--- src/rtl/core/pacs_pkg.sv ---
// ----------------------------------------------------------------------------
// pacs_pkg
// Shared types, codes and constants of the power-aware core selector.
// ----------------------------------------------------------------------------
`default_nettype none

package pacs_pkg;

   // request kinds carried on req_tuser
   localparam logic [1:0] FUNC_ENABLE = 2'd0;
   localparam logic [1:0] FUNC_RING   = 2'd1;
   localparam logic [1:0] FUNC_QUERY  = 2'd2;

   // field widths
   localparam int IDX_W   = 4;
   localparam int DIV_W   = 16;
   localparam int MASK_W  = 12;
   localparam int LEN_W   = 4;
   localparam int ID_W    = 8;

   // cores are grouped in pairs; the mate is found by flipping the lowest index bit
   localparam int CORES_PER_GROUP = 2;

   // query limits
   localparam int              MAX_LIST   = 12;
   localparam logic [ID_W-1:0] EMPTY_SLOT = 8'hFF;

   // score classes, emitted in the order idle group, same, lower, higher
   typedef enum logic [2:0] {
      LVL_NONE       = 3'd0,
      LVL_IDLE_GROUP = 3'd1,  // score 70
      LVL_SAME       = 3'd2,  // score 65
      LVL_LOWER      = 3'd3,  // score 55
      LVL_HIGHER     = 3'd4   // score 40
   } level_type;

   // sequencer states
   typedef enum logic [4:0] {
      ST_IDLE  = 5'b00001,
      ST_REPLY = 5'b00010,
      ST_SCAN  = 5'b00100,
      ST_EMIT  = 5'b01000,
      ST_PAD   = 5'b10000
   } state_type;

   // write command into the core table
   typedef struct packed {
      logic             set_busy;
      logic             set_div;
      logic [IDX_W-1:0] idx;
      logic             busy_val;
      logic [DIV_W-1:0] div_val;
   } table_wr_type;

   // score class for each step of the emission walk
   function automatic level_type walk_level(input logic [1:0] step);
      level_type lvl;
      case (step)
         2'd0:    lvl = LVL_IDLE_GROUP;
         2'd1:    lvl = LVL_SAME;
         2'd2:    lvl = LVL_LOWER;
         default: lvl = LVL_HIGHER;
      endcase
      return lvl;
   endfunction

endpackage

`default_nettype wire

--- src/rtl/core/power_aware_core_selector.sv ---
// ----------------------------------------------------------------------------
// power_aware_core_selector
// Tracks busy state and ring divisor per core and answers selection queries.
// ----------------------------------------------------------------------------
// Enable change and ring request: the reply state registers the answer once
// the output is free. Query: a scan of up to 12 cores (one core per cycle,
// shared scorer), a walk of 4 score classes over them, then up to 12 padding
// slots, each held while the output stalls. One transaction runs at a time.
// Reset (synchronous, active high) clears busy flags, divisors, the minimum
// divisor register and the sequencer; no clearing pass is needed.
`default_nettype none

module power_aware_core_selector
   import pacs_pkg::*;
#(
   parameter int NUM_GROUPS = 6
) (
   input  wire logic        clock,
   input  wire logic        reset,
   // request: tdata = core_idx[3:0], enable[4], req_div[20:5],
   //          cand_mask[32:21], requested_ring_ratio[48:33], list_length[52:49]
   input  wire logic        req_tvalid,
   output logic             req_tready,
   input  wire logic [55:0] req_tdata,
   input  wire logic [1:0]  req_tuser,  // func
   // response: tdata = core_id[7:0]
   output logic             rsp_tvalid,
   input  wire logic        rsp_tready,
   output logic [7:0]       rsp_tdata,
   output logic             rsp_tuser,  // status
   output logic             rsp_tlast,
   // configuration: min_ring_divisor
   input  wire logic        csr_valid,
   output logic             csr_ready,
   input  wire logic [15:0] csr_wdata
);

   localparam int NUM_CORES = NUM_GROUPS * CORES_PER_GROUP;
   localparam int CIDX_W    = $clog2(NUM_CORES);
   localparam int SCAN_N    = (NUM_CORES < MAX_LIST) ? NUM_CORES : MAX_LIST;
   localparam int SIDX_W    = $clog2(SCAN_N);

   // request fields
   logic [IDX_W-1:0]  f_idx;
   logic              f_en;
   logic [DIV_W-1:0]  f_div;
   logic [MASK_W-1:0] f_mask;
   logic [DIV_W-1:0]  f_ratio;
   logic [LEN_W-1:0]  f_len;
   logic [LEN_W-1:0]  len_sat;

   assign f_idx   = req_tdata[3:0];
   assign f_en    = req_tdata[4];
   assign f_div   = req_tdata[20:5];
   assign f_mask  = req_tdata[32:21];
   assign f_ratio = req_tdata[48:33];
   assign f_len   = req_tdata[52:49];
   assign len_sat = (f_len > LEN_W'(MAX_LIST)) ? LEN_W'(MAX_LIST) : f_len;

   // registers
   state_type         state_ff, state_in;
   logic [DIV_W-1:0]  min_div_ff;
   logic [DIV_W-1:0]  ratio_ff, ratio_in;
   logic [SCAN_N-1:0] mask_ff, mask_in;
   logic [LEN_W-1:0]  len_ff, len_in;
   logic [SIDX_W-1:0] scan_ff, scan_in;
   logic [LEN_W-1:0]  picks_ff, picks_in;
   logic [1:0]        lvl_ff, lvl_in;
   logic [SIDX_W-1:0] walk_ff, walk_in;
   logic [LEN_W-1:0]  n_ff, n_in;
   logic [IDX_W-1:0]  idx_ff, idx_in;
   logic              status_ff, status_in;
   logic              rsp_valid_ff, rsp_valid_in;
   logic [ID_W-1:0]   rsp_id_ff, rsp_id_in;
   logic              rsp_status_ff, rsp_status_in;
   logic              rsp_last_ff, rsp_last_in;
   level_type         score_ff [SCAN_N];

   logic              score_clr, score_we;
   logic              accept, out_free, idx_hit, busy_at_idx, pick;
   logic              walk_hit, walk_end, last_slot;
   table_wr_type      twr;
   logic [NUM_CORES-1:0] busy_vec;
   logic [CIDX_W-1:0] scan_cidx;
   logic [DIV_W-1:0]  scan_div;
   level_type         scan_level;

   assign accept      = req_tvalid && req_tready;
   assign out_free    = !rsp_valid_ff || rsp_tready;
   assign idx_hit     = (32'(f_idx) < NUM_CORES);
   assign busy_at_idx = idx_hit && busy_vec[CIDX_W'(f_idx)];

   // core table write on an accepted enable change or a ring request to a busy core
   always_comb begin
      twr          = '0;
      twr.idx      = f_idx;
      twr.busy_val = f_en;
      twr.div_val  = (req_tuser == FUNC_ENABLE) ? min_div_ff : f_div;
      if (accept && req_tuser == FUNC_ENABLE && idx_hit && busy_at_idx != f_en) begin
         twr.set_busy = 1'b1;
         twr.set_div  = 1'b1;
      end
      if (accept && req_tuser == FUNC_RING && busy_at_idx) begin
         twr.set_div = 1'b1;
      end
   end

   pacs_core_table #(
      .NUM_CORES (NUM_CORES)
   ) u_table (
      .clock  (clock),
      .reset  (reset),
      .wr     (twr),
      .rd_idx (scan_cidx),
      .busy   (busy_vec),
      .rd_div (scan_div)
   );

   // shared scorer, one core per scan cycle
   assign scan_cidx = CIDX_W'(scan_ff);

   pacs_score_unit u_score (
      .cand      (mask_ff[scan_ff]),
      .busy_self (busy_vec[scan_cidx]),
      .busy_mate (busy_vec[scan_cidx ^ CIDX_W'(1)]),
      .ratio     (ratio_ff),
      .div       (scan_div),
      .level     (scan_level)
   );

   assign pick      = (scan_level == LVL_IDLE_GROUP);
   assign walk_hit  = (score_ff[walk_ff] == walk_level(lvl_ff));
   assign walk_end  = (walk_ff == '0) && (lvl_ff == 2'd3);
   assign last_slot = (n_ff == len_ff - LEN_W'(1));

   // sequencer
   always_comb begin
      state_in      = state_ff;
      ratio_in      = ratio_ff;
      mask_in       = mask_ff;
      len_in        = len_ff;
      scan_in       = scan_ff;
      picks_in      = picks_ff;
      lvl_in        = lvl_ff;
      walk_in       = walk_ff;
      n_in          = n_ff;
      idx_in        = idx_ff;
      status_in     = status_ff;
      rsp_valid_in  = rsp_valid_ff && !rsp_tready;
      rsp_id_in     = rsp_id_ff;
      rsp_status_in = rsp_status_ff;
      rsp_last_in   = rsp_last_ff;
      score_clr     = 1'b0;
      score_we      = 1'b0;

      unique case (state_ff)
         ST_IDLE: begin
            if (accept) begin
               idx_in = f_idx;
               if (req_tuser == FUNC_ENABLE) begin
                  status_in = 1'b0;
                  state_in  = ST_REPLY;
               end else if (req_tuser == FUNC_RING) begin
                  status_in = !busy_at_idx;
                  state_in  = ST_REPLY;
               end else if (req_tuser == FUNC_QUERY && len_sat != '0) begin
                  ratio_in  = f_ratio;
                  mask_in   = f_mask[SCAN_N-1:0];
                  len_in    = len_sat;
                  scan_in   = '0;
                  picks_in  = '0;
                  score_clr = 1'b1;
                  state_in  = ST_SCAN;
               end
            end
         end
         ST_REPLY: begin
            if (out_free) begin
               rsp_valid_in  = 1'b1;
               rsp_id_in     = ID_W'(idx_ff);
               rsp_status_in = status_ff;
               rsp_last_in   = 1'b1;
               state_in      = ST_IDLE;
            end
         end
         ST_SCAN: begin
            score_we = 1'b1;
            if (pick) begin
               picks_in = picks_ff + LEN_W'(1);
            end
            // stop once the idle-pair picks fill the list or the last core is scored
            if ((pick && picks_ff + LEN_W'(1) == len_ff) ||
                scan_ff == SIDX_W'(SCAN_N - 1)) begin
               lvl_in   = 2'd0;
               walk_in  = SIDX_W'(SCAN_N - 1);
               n_in     = '0;
               state_in = ST_EMIT;
            end else begin
               scan_in = scan_ff + SIDX_W'(1);
            end
         end
         ST_EMIT: begin
            if (!walk_hit || out_free) begin
               if (walk_hit) begin
                  rsp_valid_in  = 1'b1;
                  rsp_id_in     = ID_W'(walk_ff);
                  rsp_status_in = 1'b0;
                  rsp_last_in   = last_slot;
                  n_in          = n_ff + LEN_W'(1);
               end
               if (walk_hit && last_slot) begin
                  state_in = ST_IDLE;
               end else if (walk_end) begin
                  state_in = ST_PAD;
               end else if (walk_ff == '0) begin
                  lvl_in  = lvl_ff + 2'd1;
                  walk_in = SIDX_W'(SCAN_N - 1);
               end else begin
                  walk_in = walk_ff - SIDX_W'(1);
               end
            end
         end
         ST_PAD: begin
            if (out_free) begin
               rsp_valid_in  = 1'b1;
               rsp_id_in     = EMPTY_SLOT;
               rsp_status_in = 1'b0;
               rsp_last_in   = last_slot;
               n_in          = n_ff + LEN_W'(1);
               if (last_slot) begin
                  state_in = ST_IDLE;
               end
            end
         end
         default: begin
            state_in = ST_IDLE;
         end
      endcase
   end

   // control registers
   always_ff @(posedge clock) begin
      if (reset) begin
         state_ff     <= ST_IDLE;
         rsp_valid_ff <= 1'b0;
         min_div_ff   <= '0;
      end else begin
         state_ff     <= state_in;
         rsp_valid_ff <= rsp_valid_in;
         if (csr_valid && csr_ready) begin
            min_div_ff <= csr_wdata;
         end
      end
   end

   // payload registers
   always_ff @(posedge clock) begin
      ratio_ff      <= ratio_in;
      mask_ff       <= mask_in;
      len_ff        <= len_in;
      scan_ff       <= scan_in;
      picks_ff      <= picks_in;
      lvl_ff        <= lvl_in;
      walk_ff       <= walk_in;
      n_ff          <= n_in;
      idx_ff        <= idx_in;
      status_ff     <= status_in;
      rsp_id_ff     <= rsp_id_in;
      rsp_status_ff <= rsp_status_in;
      rsp_last_ff   <= rsp_last_in;
   end

   // score store: cleared at query start, one entry written per scan cycle
   always_ff @(posedge clock) begin
      if (score_clr) begin
         for (int i = 0; i < SCAN_N; i++) begin
            score_ff[i] <= LVL_NONE;
         end
      end else if (score_we) begin
         score_ff[scan_ff] <= scan_level;
      end
   end

   assign req_tready = (state_ff == ST_IDLE);
   assign csr_ready  = 1'b1;
   assign rsp_tvalid = rsp_valid_ff;
   assign rsp_tdata  = rsp_id_ff;
   assign rsp_tuser  = rsp_status_ff;
   assign rsp_tlast  = rsp_last_ff;

endmodule

`default_nettype wire

--- src/rtl/core/pacs_core_table.sv ---
// ----------------------------------------------------------------------------
// pacs_core_table
// Per-core busy flags and ring divisors, one write port, one divisor read.
// ----------------------------------------------------------------------------
`default_nettype none

module pacs_core_table
   import pacs_pkg::*;
#(
   parameter int NUM_CORES = 12,
   localparam int CIDX_W   = $clog2(NUM_CORES)
) (
   input  wire logic              clock,
   input  wire logic              reset,
   input  wire table_wr_type      wr,
   input  wire logic [CIDX_W-1:0] rd_idx,
   output logic [NUM_CORES-1:0]   busy,
   output logic [DIV_W-1:0]       rd_div
);

   logic [NUM_CORES-1:0] busy_ff;
   logic [DIV_W-1:0]     div_ff [NUM_CORES];
   logic [CIDX_W-1:0]    widx;

   assign widx = CIDX_W'(wr.idx);

   // flag and divisor update; range is checked by the caller
   always_ff @(posedge clock) begin
      if (reset) begin
         busy_ff <= '0;
         for (int i = 0; i < NUM_CORES; i++) begin
            div_ff[i] <= '0;
         end
      end else begin
         if (wr.set_busy) begin
            busy_ff[widx] <= wr.busy_val;
         end
         if (wr.set_div) begin
            div_ff[widx] <= wr.div_val;
         end
      end
   end

   assign busy   = busy_ff;
   assign rd_div = div_ff[rd_idx];

endmodule

`default_nettype wire

--- src/rtl/core/pacs_score_unit.sv ---
// ----------------------------------------------------------------------------
// pacs_score_unit
// Shared scorer: classifies one candidate core per cycle during a scan.
// ----------------------------------------------------------------------------
`default_nettype none

module pacs_score_unit
   import pacs_pkg::*;
(
   input  wire logic             cand,
   input  wire logic             busy_self,
   input  wire logic             busy_mate,
   input  wire logic [DIV_W-1:0] ratio,
   input  wire logic [DIV_W-1:0] div,
   output level_type             level
);

   // idle pair first, then idle core in busy pair by ratio compare
   always_comb begin
      if (!cand || busy_self) begin
         level = LVL_NONE;
      end else if (!busy_mate) begin
         level = LVL_IDLE_GROUP;
      end else if (ratio == div) begin
         level = LVL_SAME;
      end else if (ratio > div) begin
         level = LVL_HIGHER;
      end else begin
         level = LVL_LOWER;
      end
   end

endmodule

`default_nettype wire

--- config.mk ---
export PLATFORM = sky130hd
export DESIGN_NAME = power_aware_core_selector
export DESIGN_NICKNAME = d
export VERILOG_FILES = /design/src/rtl/core/pacs_pkg.sv /design/src/rtl/core/power_aware_core_selector.sv /design/src/rtl/core/pacs_core_table.sv /design/src/rtl/core/pacs_score_unit.sv
export SDC_FILE = /design/constraint.sdc
export NUM_CORES = 1
export LEC_CHECK = 0
export ABC_CLOCK_PERIOD_IN_PS = 6000
export BUFFER_PORTS_ARGS = -buffer_cell sky130_fd_sc_hd__buf_2
export CAP_MARGIN = 0
export CORE_MARGIN = 5
export CORE_UTILIZATION = 45
export DETAILED_ROUTE_END_ITERATION = 12
export GPL_ROUTABILITY_DRIVEN = 1
export GPL_TIMING_DRIVEN = 0
export PLACE_DENSITY = 0.71
export SYNTH_ARGS = -nofsm -noshare
export SYNTH_HDL_FRONTEND = slang
export SYNTH_SLANG_ARGS = --single-unit
--- constraint.sdc ---
create_clock -name clock -period 6 [get_ports clock]
set_clock_uncertainty 0.1 [all_clocks]
set_input_delay 0.6 -clock clock [delete_from_list [all_inputs] [get_ports clock]]
set_output_delay 0.6 -clock clock [all_outputs]
set_load 0.005 [all_outputs]
Word-level counts from Yosys, hierarchy flattened. Memories as Yosys holds them, arrays and structs flattened. A register that Yosys moved wholly into a read port is not among the register bits. Index checks and enable logic that the tools add are counted. Widths: inputs -> output; s select.

Order comparisons: 7. Bitwise logic cells: 3. Reduce and logical (&&, ||, !) cells: 44. Equality and inequality tests: 34. Add/sub/neg operators: 6. Multiplexer cells: 101.

Operators by type and width (number): $mux 4 (20); $mux 5 (11); $mux 1 (36); $mux 16 (2); $mux 8 (4); $ne 2x2->1 const B (13); $pmux 5 s5 (1); $pmux 4 s2 (3); $pmux 8 s3 (1); $reduce_and 5->1 (4); $reduce_and 6->1 (3); $bmux 1 s4 (4); $eq 16x16->1 (1); $gt 16x16->1 (1); $reduce_or 16->1 (1); $lt 4x5->1 const B (3); $mux 3 (5); $logic_and 1x1->1 (13); $add 4x1->4 const B (3); $bwmux 12 (1); $mux 2 (6); $pmux 4 s3 (1); $pmux 3 s3 (1); $eq 4x4->1 (2); other kinds (36) (55).

Memories kept: 2. Input bits: 79. RAM bits: 228. Word-level logic and storage cells: 214. Flip-flop bits (word level): 99.

Memories: u_table.div_ff (words 12, bits a word 16, rd ports 1, clocked after Yosys merged registers in 1, wr ports 12, RTL line pacs_core_table.sv:22) `logic [DIV_W-1:0] div_ff [NUM_CORES];`; score_ff (words 12, bits a word 3, rd ports 1, clocked after Yosys merged registers in 1, wr ports 12, RTL line power_aware_core_selector.sv:77) `level_type score_ff [SCAN_N];`.

Logic depth before layout (Yosys ltp).
Depth after elaboration: 13. Depth in mapped cells: 15.

Modules after synthesis. From an unflattened synthesis, not the netlist that was laid out.

Cells, all modules: 1305. Area, all modules: 18810.5 um2.

By module, submodules not included: pacs_core_table (instances 1, area an instance 11642.4 um2, cells an instance 717); power_aware_core_selector (instances 1, area an instance 6718.9 um2, cells an instance 523); pacs_score_unit (instances 1, area an instance 449.2 um2, cells an instance 65).

Least setup slack after synthesis. No wires, ideal clock.

Path type: register to register. From: register (tool-made name). To: memory score_ff[5][1] in the netlist's numbering, data pin. Arrival time: 4031 ps. Period minus slack after synthesis: 4273 ps. Library setup time: 142 ps. Path slack: 1727 ps. Data required time: 5758 ps. Cell stages (with the launch flop): 14. Cell sequence: dfxtp_1 clkbuf_1 clkbuf_1 mux4_2 mux4_2 inv_1 ha_1 a22o_1 a2111oi_0 o21ai_1 o22a_1 a211o_1 clkbuf_1 nor2_1.

RTL lines (RTL line): end: declaration (power_aware_core_selector.sv:77).

==> results.md <==
* Post-CTS Setup Bufs at 0
* Layout cells sized above 1 at 0.1822
* Starting density of the core at 0.4561
* Detail Route Antenna Nets at 0
* CTS Hold Bufs at 0
* RSZ-0062 raised after global routing: no
* Synth Instances at 1,264
* Worst slew pin tran at 1161 ps
* Antenna violations before repair at 0
* Critical Path, Cell by Cell: clkbuf_1 > clkbuf_1 > mux4_2 > mux4_2 > inv_1 > ha_1 > a22o_1 > a2111oi_0 > o21ai_1 > o22a_1 > nand3_1 > clkbuf_1 > nor2_1
* Top FF cell, synth: edfxtp_1
* Cts repair resizes at 0
* Width of the die at 211.1 um
* Hold_ws at ~140 ps
* Crit path max fanout at 10
* CP max stage delay at 920 ps
* Post-synth top area cell: edfxtp_1
* Number of remaining DRC errors at 0
* Status: finished, final reports clean
* Leak pwr at 7.659 nW
* DR vias at 11,020
* Worst path bufs/invs at 4
* Path depth of the worst reg2reg path at 13
* Sequential area share after synthesis at 0.6499
* Hold Path Class: primary input to flip-flop
* Gr usage total at 0.1888
* Die area at ~45,000 um^2
* Total Routed Length at roughly 42,000 um
* Num rows at 73
* FF+latch area at 11,830 um^2
* Synth unique cells at approximately 60
* Gr ovfl total at 0
* Largest net degree at the start of global routing at 33
* Top-area cell type share of the netlist area at 0.6038
* Port-buffer cells at 86
* Slowest CP cell: clkbuf_1
* Hold path depth at 1
* Startpoint types: flip-flop
* YS warnings at 0
* CTS tree: done
* Wire per inst at 20.99 um
* Async SR Flop Fraction at 0
* RD Place Congestion at about 0.83
* Design Area, Final at 20,750 um^2
* Period utilisation layout at 0.9236
* Footprint of the multi-input gates at 6036 um^2
* H-tree depth at 2
* Clock transition at path regs at 70 ps
* Synthesized cell area at 18,200 um^2
* Endpoint class of the critical path: flip-flop
* Slew HR at 0.2257
* Final min period at 5542 ps
* Max_cap viols at 0
* Kind of critical path: flip-flop to flip-flop
* Setup violations, final at 0
* # fillers at 3,355
* Worst skew pair latency at 540 ps
* Vias per cell at 5.476
* Initial drt markers at 1,179
* Bufs on Longest Clock Path at 3
* Final Hold Fails at 0
* Placed Instance Area at 19,530 um^2
* Largest cells by area after synthesis: edfxtp_1, mux4_2, nor2_1, dfxtp_1, mux2i_1
* Max Fclk at 0.1804 GHz
* WP data required at 6160 ps
* CTS root buffer: clkbuf_16
* Post-synth EDFFs at about 370
* Post-DP HPWL at 29,890 um
* CP delay by family, top: buffers and inverters
* Cts bufs inserted at between 40 and 50
* # IOs at 92
* Synth-to-layout area growth at 14.01%
* Die Y at 211.1 um
* Pre-Repair DR Iteration Count at 5
* Worst EP arrival at 5700 ps
* Final Max Slew Viols at 0
* Clock sinks at between 400 and 500
* Mean Syn Cell Area at 14.40 um^2
* Sum Neg Setup Slack at 0 ps
* Antenna fix cells at 0
* First-pass GRT wire length at 64,550 um
* Total core area at between 30,000 and 40,000 um^2
* Total chip power at between 6 and 7 mW
* Critical Path Stages at 13
* Number of global-route vias before repair at approximately 11,000
* Power Density at a little under 300 nW/um^2
* Worst IR Drop VDD at 0.0002528 V
* Layout Nets at 1,565
* Most Frequent Cell on Critical Path: clkbuf_1
* Synthesized flop and latch total at 408
==> cells in the mapped netlist, types with 5 or more instances <==
master	count
nand2b_1	19
nand2_1	39
nor4_1	7
nor2_1	281
nand4_1	8
o21ai_1	6
inv_1	33
ha_1	29
dfxtp_1	42
nand3_1	24
mux2i_1	46
nor2b_1	10
clkbuf_1	75
mux4_2	94
mux4_1	6
a21oi_1	9
nor3_1	26
xor2_1	11
xnor2_1	11
inv_2	20
o21ai_0	5
edfxtp_1	366
and2_1	10
mux2_1	5
buf_1	8
==> power breakdown <==
part	total [mW]	switching (mW)	leakage (nW)	internal, mW
clock network	2.36	1.05	0.584	1.31
registers	3.24	0.0332	3.97	3.20
logic	0.481	0.294	3.10	0.187
==> path summary, 6_finish.rpt <==
kind	slack (ps)	from	endpoint
setup / recovery	460	flip-flop	score_ff[11][2]
hold / removal	140	req_tdata[21]	mask_ff[0]
setup reg to reg	460	flip-flop	score_ff[11][2]
hold reg to reg	390	min_div_ff[12]	min_div_ff[12]
==> registers in the layout, indices dropped and copies added, names as in the netlist, 5 cells and up, named ones only <==
name and count:
u_table.div_ff 256, min_div_ff 16, score_ff 48, u_table.busy 12, mask_ff 12, rsp_tdata 5
ratio_ff 16, state_ff 5
==> cell families (layout without fill, tap and decap cells) <==
group / count (synthesis) / count (layout) / synth area share
AO/OA/AOI/OAI: 56 / 56 / 0.02124
AND/OR/NAND/NOR: 446 / 446 / 0.1080
other: 2 / 65 / 0.0004126
XOR/XNOR: 24 / 24 / 0.01237
flip-flops: 408 / 408 / 0.6499
buffers and inverters: 144 / 304 / 0.03148
adder cells (fa/ha/maj): 29 / 29 / 0.01993
multiplexers: 155 / 155 / 0.1566
==> metrics by stage <==
stage | instances | utilization | setup WS (ps)
6_report | 2012 | 0.5200 | 458.1
5_1_grt | 2012 | 0.5200 | 86.15
4_1_cts | 2011 | 0.5193 | 402.1
3_5_place_dp | 1938 | 0.4892 | 429.1
3_3_place_gp | 1938 | 0.4892 | 535.4
2_1_floorplan | 1327 | - | 1727
==> layer usage <==
| layer | share of wire | wire [um] | GRT usage | up-vias |
|---|---|---|---|---|
| met5 | 0 | 0 | 0 | - |
| met4 | 0.032 | 1359 | 0.06237 | 0 |
| met3 | 0.059 | 2504 | 0.02614 | 79 |
| met2 | 0.52 | 21830 | 0.3312 | 384 |
| met1 | 0.39 | 16540 | 0.2438 | 5557 |
| li1 | - | - | - | 4998 |
==> cell type report <==
type / count / area share
Clock inverter: 17 / 0.005607
Timing Repair Buffer: 87 / 0.02207
Tap cell: 525 / 0.03165
Sequential cell: 408 / 0.5701
Clock buffer: 56 / 0.05215
Buffer: 91 / 0.01803
Inverter: 53 / 0.009586
Multi-Input combinational cell: 775 / 0.2908
==> cells in the final DEF, fill, tap and decap left out, drive strengths merged, types with 3 or more instances in the layout <==
cell / n
clkbuf: 131
nor3: 27
a221oi: 3
clkinv: 12
a21boi: 3
buf: 103
nor3b: 4
nand2: 39
mux2i: 46
nand3: 25
and3: 4
nor2b: 10
conb: 65
xor2: 11
nor4: 7
inv: 56
a21oi: 9
ha: 29
a2111oi: 3
mux4: 100
xnor2: 13
mux2: 9
nand4: 9
edfxtp: 366
o211ai: 4
nor2: 282
a31oi: 3
nand3b: 3
nand2b: 19
and2: 10
dfxtp: 42
o21a: 4
o21ai: 11
No activity file was read; power rests on OpenSTA's default activity.
